--- config.mk ---
export PLATFORM = sky130hd
export DESIGN_NAME = igss_front
export DESIGN_NICKNAME = d
export VERILOG_FILES = /design/src/igss_pkg.sv /design/src/igss_front.sv
export SDC_FILE = /design/constraint.sdc
export NUM_CORES = 1
export LEC_CHECK = 0
export BUFFER_PORTS_ARGS = -buffer_cell sky130_fd_sc_hd__buf_2
export CAP_MARGIN = 20
export CORE_MARGIN = 1.5
export CORE_UTILIZATION = 54
export DETAILED_ROUTE_END_ITERATION = 8
export GPL_ROUTABILITY_DRIVEN = 0
export GPL_TIMING_DRIVEN = 1
export PLACE_DENSITY = 0.82
export SYNTH_ARGS = -nofsm -noshare
export SYNTH_HDL_FRONTEND = slang
export SYNTH_SLANG_ARGS = --single-unit
--- constraint.sdc ---
create_clock -name clk_i -period 3.55 [get_ports clk_i]
set_clock_uncertainty 0.1 [all_clocks]
set_input_delay 0.1775 -clock clk_i [delete_from_list [all_inputs] [get_ports clk_i]]
set_output_delay 0.1775 -clock clk_i [all_outputs]
set_load 0.02 [all_outputs]
--- src/igss_pkg.sv ---
// shared types, constants and log2 helpers for the information gain split selector
package igss_pkg;

  localparam int unsigned NumAttr     = 16;
  localparam int unsigned AttrIdxW    = 4;
  localparam int unsigned CountW      = 13;
  localparam int unsigned CountLimit  = 4096;
  localparam int unsigned GainW       = 17;
  localparam int unsigned GainMax     = 65536;
  localparam int unsigned LgW         = 20;
  localparam int unsigned FW          = 34;
  localparam int unsigned SW          = 38;
  localparam int unsigned QDepth      = 2;

  localparam logic [1:0] RegMask  = 2'd0;
  localparam logic [1:0] RegInUse = 2'd1;

  typedef struct packed {
    logic [NumAttr-1:0] bits;
    logic               pos;
    logic               last;
  } word_t;

  typedef struct packed {
    logic [AttrIdxW-1:0] best_attribute;
    logic                split_found;
    logic [GainW-1:0]    best_gain;
    logic                plurality_positive;
    logic                labels_all_same;
  } result_t;

  function automatic logic [CountW-1:0] sat_inc(input logic [CountW-1:0] c);
    logic [CountW-1:0] r;
    r = c;
    if (c < CountLimit[CountW-1:0]) begin
      r = c + 1'b1;
    end
    return r;
  endfunction

  function automatic logic [3:0] msb_pos(input logic [CountW:0] x);
    logic [3:0] e;
    e = '0;
    for (int i = 0; i <= CountW; i++) begin
      if (x[i]) begin
        e = i[3:0];
      end
    end
    return e;
  endfunction

endpackage

--- src/igss_front.sv ---
// front end: accepts examples and queues them for the back end
module igss_front (
  input  logic           clk_i,
  input  logic           rst_ni,
  input  logic           in_valid_i,
  output logic           in_ready_o,
  input  igss_pkg::word_t in_word_i,
  output logic           q_valid_o,
  input  logic           q_ready_i,
  output igss_pkg::word_t q_word_o
);

  igss_pkg::word_t mem_q [igss_pkg::QDepth];
  logic            wp_q, rp_q, wp_d, rp_d;
  logic [1:0]      cnt_q, cnt_d;
  logic            push, pop;

  assign in_ready_o = cnt_q != 2'd2;
  assign q_valid_o  = cnt_q != 2'd0;
  assign q_word_o   = mem_q[rp_q];
  assign push       = in_valid_i && in_ready_o;
  assign pop        = q_valid_o && q_ready_i;

  always_comb begin
    wp_d  = wp_q ^ push;
    rp_d  = rp_q ^ pop;
    cnt_d = cnt_q + {1'b0, push} - {1'b0, pop};
  end

  always_ff @(posedge clk_i or negedge rst_ni) begin
    if (!rst_ni) begin
      wp_q  <= 1'b0;
      rp_q  <= 1'b0;
      cnt_q <= '0;
    end else begin
      wp_q  <= wp_d;
      rp_q  <= rp_d;
      cnt_q <= cnt_d;
    end
  end

  always_ff @(posedge clk_i) begin
    if (push) begin
      mem_q[wp_q] <= in_word_i;
    end
  end

endmodule

[Word-level counts from Yosys, hierarchy flattened]
Memories as Yosys holds them, arrays and structs flattened.
Index checks and enable logic that the tools add are counted.
Cells by class
  $add $sub $neg: 2
  equal/unequal tests: 1
  muxes and demuxes: 2
  bitwise operators: 2
  reductions and logical operators: 3
Operators with widths (number)
  $add 2x1->2: 1
  $logic_and 1x1->1: 2
  $mux 1: 2
  $ne 2x2->1 const B: 1
  $reduce_bool 2->1: 1
  $sub 2x1->2: 1
  $xor 1x1->1: 2
Word-level totals
  register bits: 4
  memory bits (writable): 36
  bits of input ports: 22
  output and inout port bits: 20
  memories: 1
Memories
  mem_q: depth 2, bits a word 18, rd ports 1, clocked after Yosys merged registers in 0, wr ports 1, line igss_front.sv:13  | igss_pkg::word_t mem_q [igss_pkg::QDepth];

[Depth between registers and ports, before layout]
  depth in word-level cells: 4
  mapped depth: 5
  mapped depth without buffers: 5

[Least setup slack after synthesis]
OpenSTA, ideal clock, no wires.
  path kind: reg-to-reg
  start point: register cnt_q[0]
  end point: memory mem_q[0][0] (netlist name), enable pin
  setup time: 376 ps
  data arrival time: 1338 ps
  required time: 3074 ps
  setup slack: 1736 ps
  stages on the path, launching flop included: 4
  path buffers: 0
  clock period less this slack: 1814 ps
  cell sequence: dfrtp_1 -> nand2b_1 -> and2_1 -> ha_1
Between the ends
  word-level cells in the longest chain between the ends: 4
Ends and longest elaborated chain
  start: declaration: line igss_front.sv:15  | logic [1:0] cnt_q, cnt_d;
  start signal: assignment: line igss_front.sv:38  | cnt_q <= cnt_d;
  $ne 2x2->1: line igss_front.sv:18  | assign in_ready_o = cnt_q != 2'd2;
  named net in_ready_o: line igss_front.sv:6  | output logic in_ready_o,
  $logic_and 1x1->1: line igss_front.sv:21  | assign push = in_valid_i && in_ready_o;
  $mux 1: line igss_front.sv:43  | if (push) begin
  $mux 1 (not written as such): line igss_front.sv:44  | mem_q[wp_q] <= in_word_i;
  end: declaration: line igss_front.sv:13
The timed path passes the listed nets, and every way through them passes these cells.

==> qor.yml <==
status: "complete, no violations"
rsz0062_at_grt: "false"
cts_buffers: 5
grt_max_degree: 20
antenna_found_initial: 0
arrival_ps: 1790
antenna_cells: 0
ant_nets: 0
final_layout_size_suffix_gt1_share_pct: 46.9
synth-simple-area-share_pct: 3.11
finalCritPeriodShare_pct: 58.1
post-cts-setup-buffers: 0
wl_met3_um: 135
track_usage_pct: 18.5
reg2reg_to: "mem_q[0][6]"
r2r_slack_ps: 1650
die_y_um: 56.2
critPathMaxFanout: 19
relSlewSlack_pct: 43.0
start_util_pct: 56.4
cts_buffer_depth: 2
hold_viol: 0
cts-root-buf: "clkbuf_4"
worstMarginPinSlew_ps: 855
critPathLaunch: "rp_q"
cp-end-kind: "output port"
first_pass_iters: 4
syn_to_final_growth_pct: 33.2
synth_xor_area_share_pct: 1.15
drcViolationCount: 0
post_drt_wl_per_cell_um: 15.5
mostFrequentLayoutCell: "buf_2"
r2r-start: "cnt_q[0]"
drv_slew: 0
initialDrtViolationCount: 28
io-pin-count: 42
crit_path_start_kind: "flop"
ys_ff_latch: 40
crit_type: "reg -> out"
cp-endpoint: "q_word_o[15]"
coreArea_um2: 2710
portBuffers: 41
rows: 19
synth.avg_cell_area_um2: 19.4
syn_nets: 103
synth_top_family_by_area: "multiplexers"
grt_first_pass_wirelength_um: 4120
fillCellCount: 180
highest_layer: "met4"
register_area_um2: 1180
max_freq_mhz: 485
cts_sinks: 40
worstPathRequired_ps: 3270
yosys_warnings: 0
multi_input_area_um2: 324
synth_area_um2: 1530
reg2reg_depth: 3
synth_cells: 79
grt_pass1_vias: 887
min_path_type: "in -> async"
synth_fa_ha_area_share_pct: 1.64
synthMuxAreaShare_pct: 13.3
cts_max_level: 2
met1Wirelength_um: 1090
clock_latency_ps: 340
die_area_um2: 3160
final_util_pct: 75.2
dr_wl_met2_um: 1430
peakVddDrop_uv: 562
vias: 906
power_density_nw_per_um2: 771
seq_area_frac_synth_pct: 77.3
synth_cell_types: 20
cellLeakagePower_nw: 0.805
place_hpwl_um: 1750
finalNetCount: 168
tns_ps: 0
final_cell_mix: "buf_2 (41), edfxtp_1 (36), dlygate4sd3_1 (19)"
die_w_um: 56.2
power.total_mw: 1.57
max-cap-violations: 0
setup_viol: 0
vias_per_cell: 5.15
wl_um: 2730
grt-ovfl-total: 0
clkTransAtPathRegs_ps: 120
period_needed_ps: 2060
synth_compound_area_share_pct: 2.05
tritoncts: "built"
metal layers:
layer  GRT usage (%)  vias to the layer above
met5               0                        -
met4            10.2                        0
met3            5.58                        8
met2            31.6                       30
met1            20.5                      434
li1                -                      434
timing repair:
action                                  4_1_cts  5_1_grt
hold buffers                                 19        0
resized for setup                             0        0
hold endpoints to repair                     40        0
endpoints found under the setup margin        0        0
registers in the layout, indices dropped and copies added, names as in the netlist:
name / count
mem_q: 36
wp_q: 1
rp_q: 1
cnt_q: 2
synthesized netlist by cell type:
cell	instances	area [µm²]
ha_1	2	25.0
edfxtp_1	36	1080
a32oi_1	1	8.76
and2_1	1	6.26
buf_2	1	5.00
or2_2	1	6.26
nand2b_1	1	6.26
buf_6	1	11.3
xnor2_1	2	17.5
nand3_1	1	5.00
nor2b_1	1	6.26
nand2_1	1	3.75
a21bo_1	1	10.0
dfrtp_1	4	100
and3_1	1	6.26
a211oi_1	1	7.51
mux2_2	18	203
nor2_1	2	7.51
o21ai_0	1	5.00
inv_1	2	7.51
logic make-up after synthesis:
family	count (synthesis)
XOR/XNOR	2
flip-flops	40
adder cells (fa/ha/maj)	2
buffers and inverters	4
multiplexers	18
AO/OA/AOI/OAI	4
AND/OR/NAND/NOR	9
worst min-delay path by stage:
stage                     depth (start not counted)   start  slack [ps]  endpoint
after floorplan                                   0  rst_ni        -220  cnt_q[0]
after global placement                            1  rst_ni        -110  cnt_q[0]
after detailed placement                          1  rst_ni        -110  cnt_q[0]
after CTS                                         2  rst_ni          40  cnt_q[1]
after global routing                              2  rst_ni          60  cnt_q[1]
final                                             2  rst_ni          50  cnt_q[1]
final cells by class:
class,instances,area share [%]
tap,31,1.90
clock inverter,2,1.90
inverter,2,0.369
clock buffer,6,2.52
timing repair buffer,60,19.4
multi-input combinational,35,15.9
sequential,40,58.0
critical path: stages (launching register included):
cell     delay (ps)
dfrtp_1         870
mux2_2          420
buf_2           160
stage by stage:
step	hold slack [ps]	worst slack, ps	instance area, µm²	cells
after floorplan	-218	1740	1530	79
after global placement	-115	1720	1760	149
after detailed placement	-112	1650	1760	149
after CTS	37.5	1460	2040	176
after global routing	57.8	1390	2040	176
final	48.1	1490	2040	176
where the power goes:
part	total [mW]	internal, mW	switching [mW]	leakage, nW
combinational	0.523	0.231	0.292	0.374
sequential	0.730	0.649	0.0808	0.382
clock	0.317	0.169	0.148	0.0484
total	1.57	1.05	0.521	0.805
Note: power is estimated with default switching activity, not from simulation.
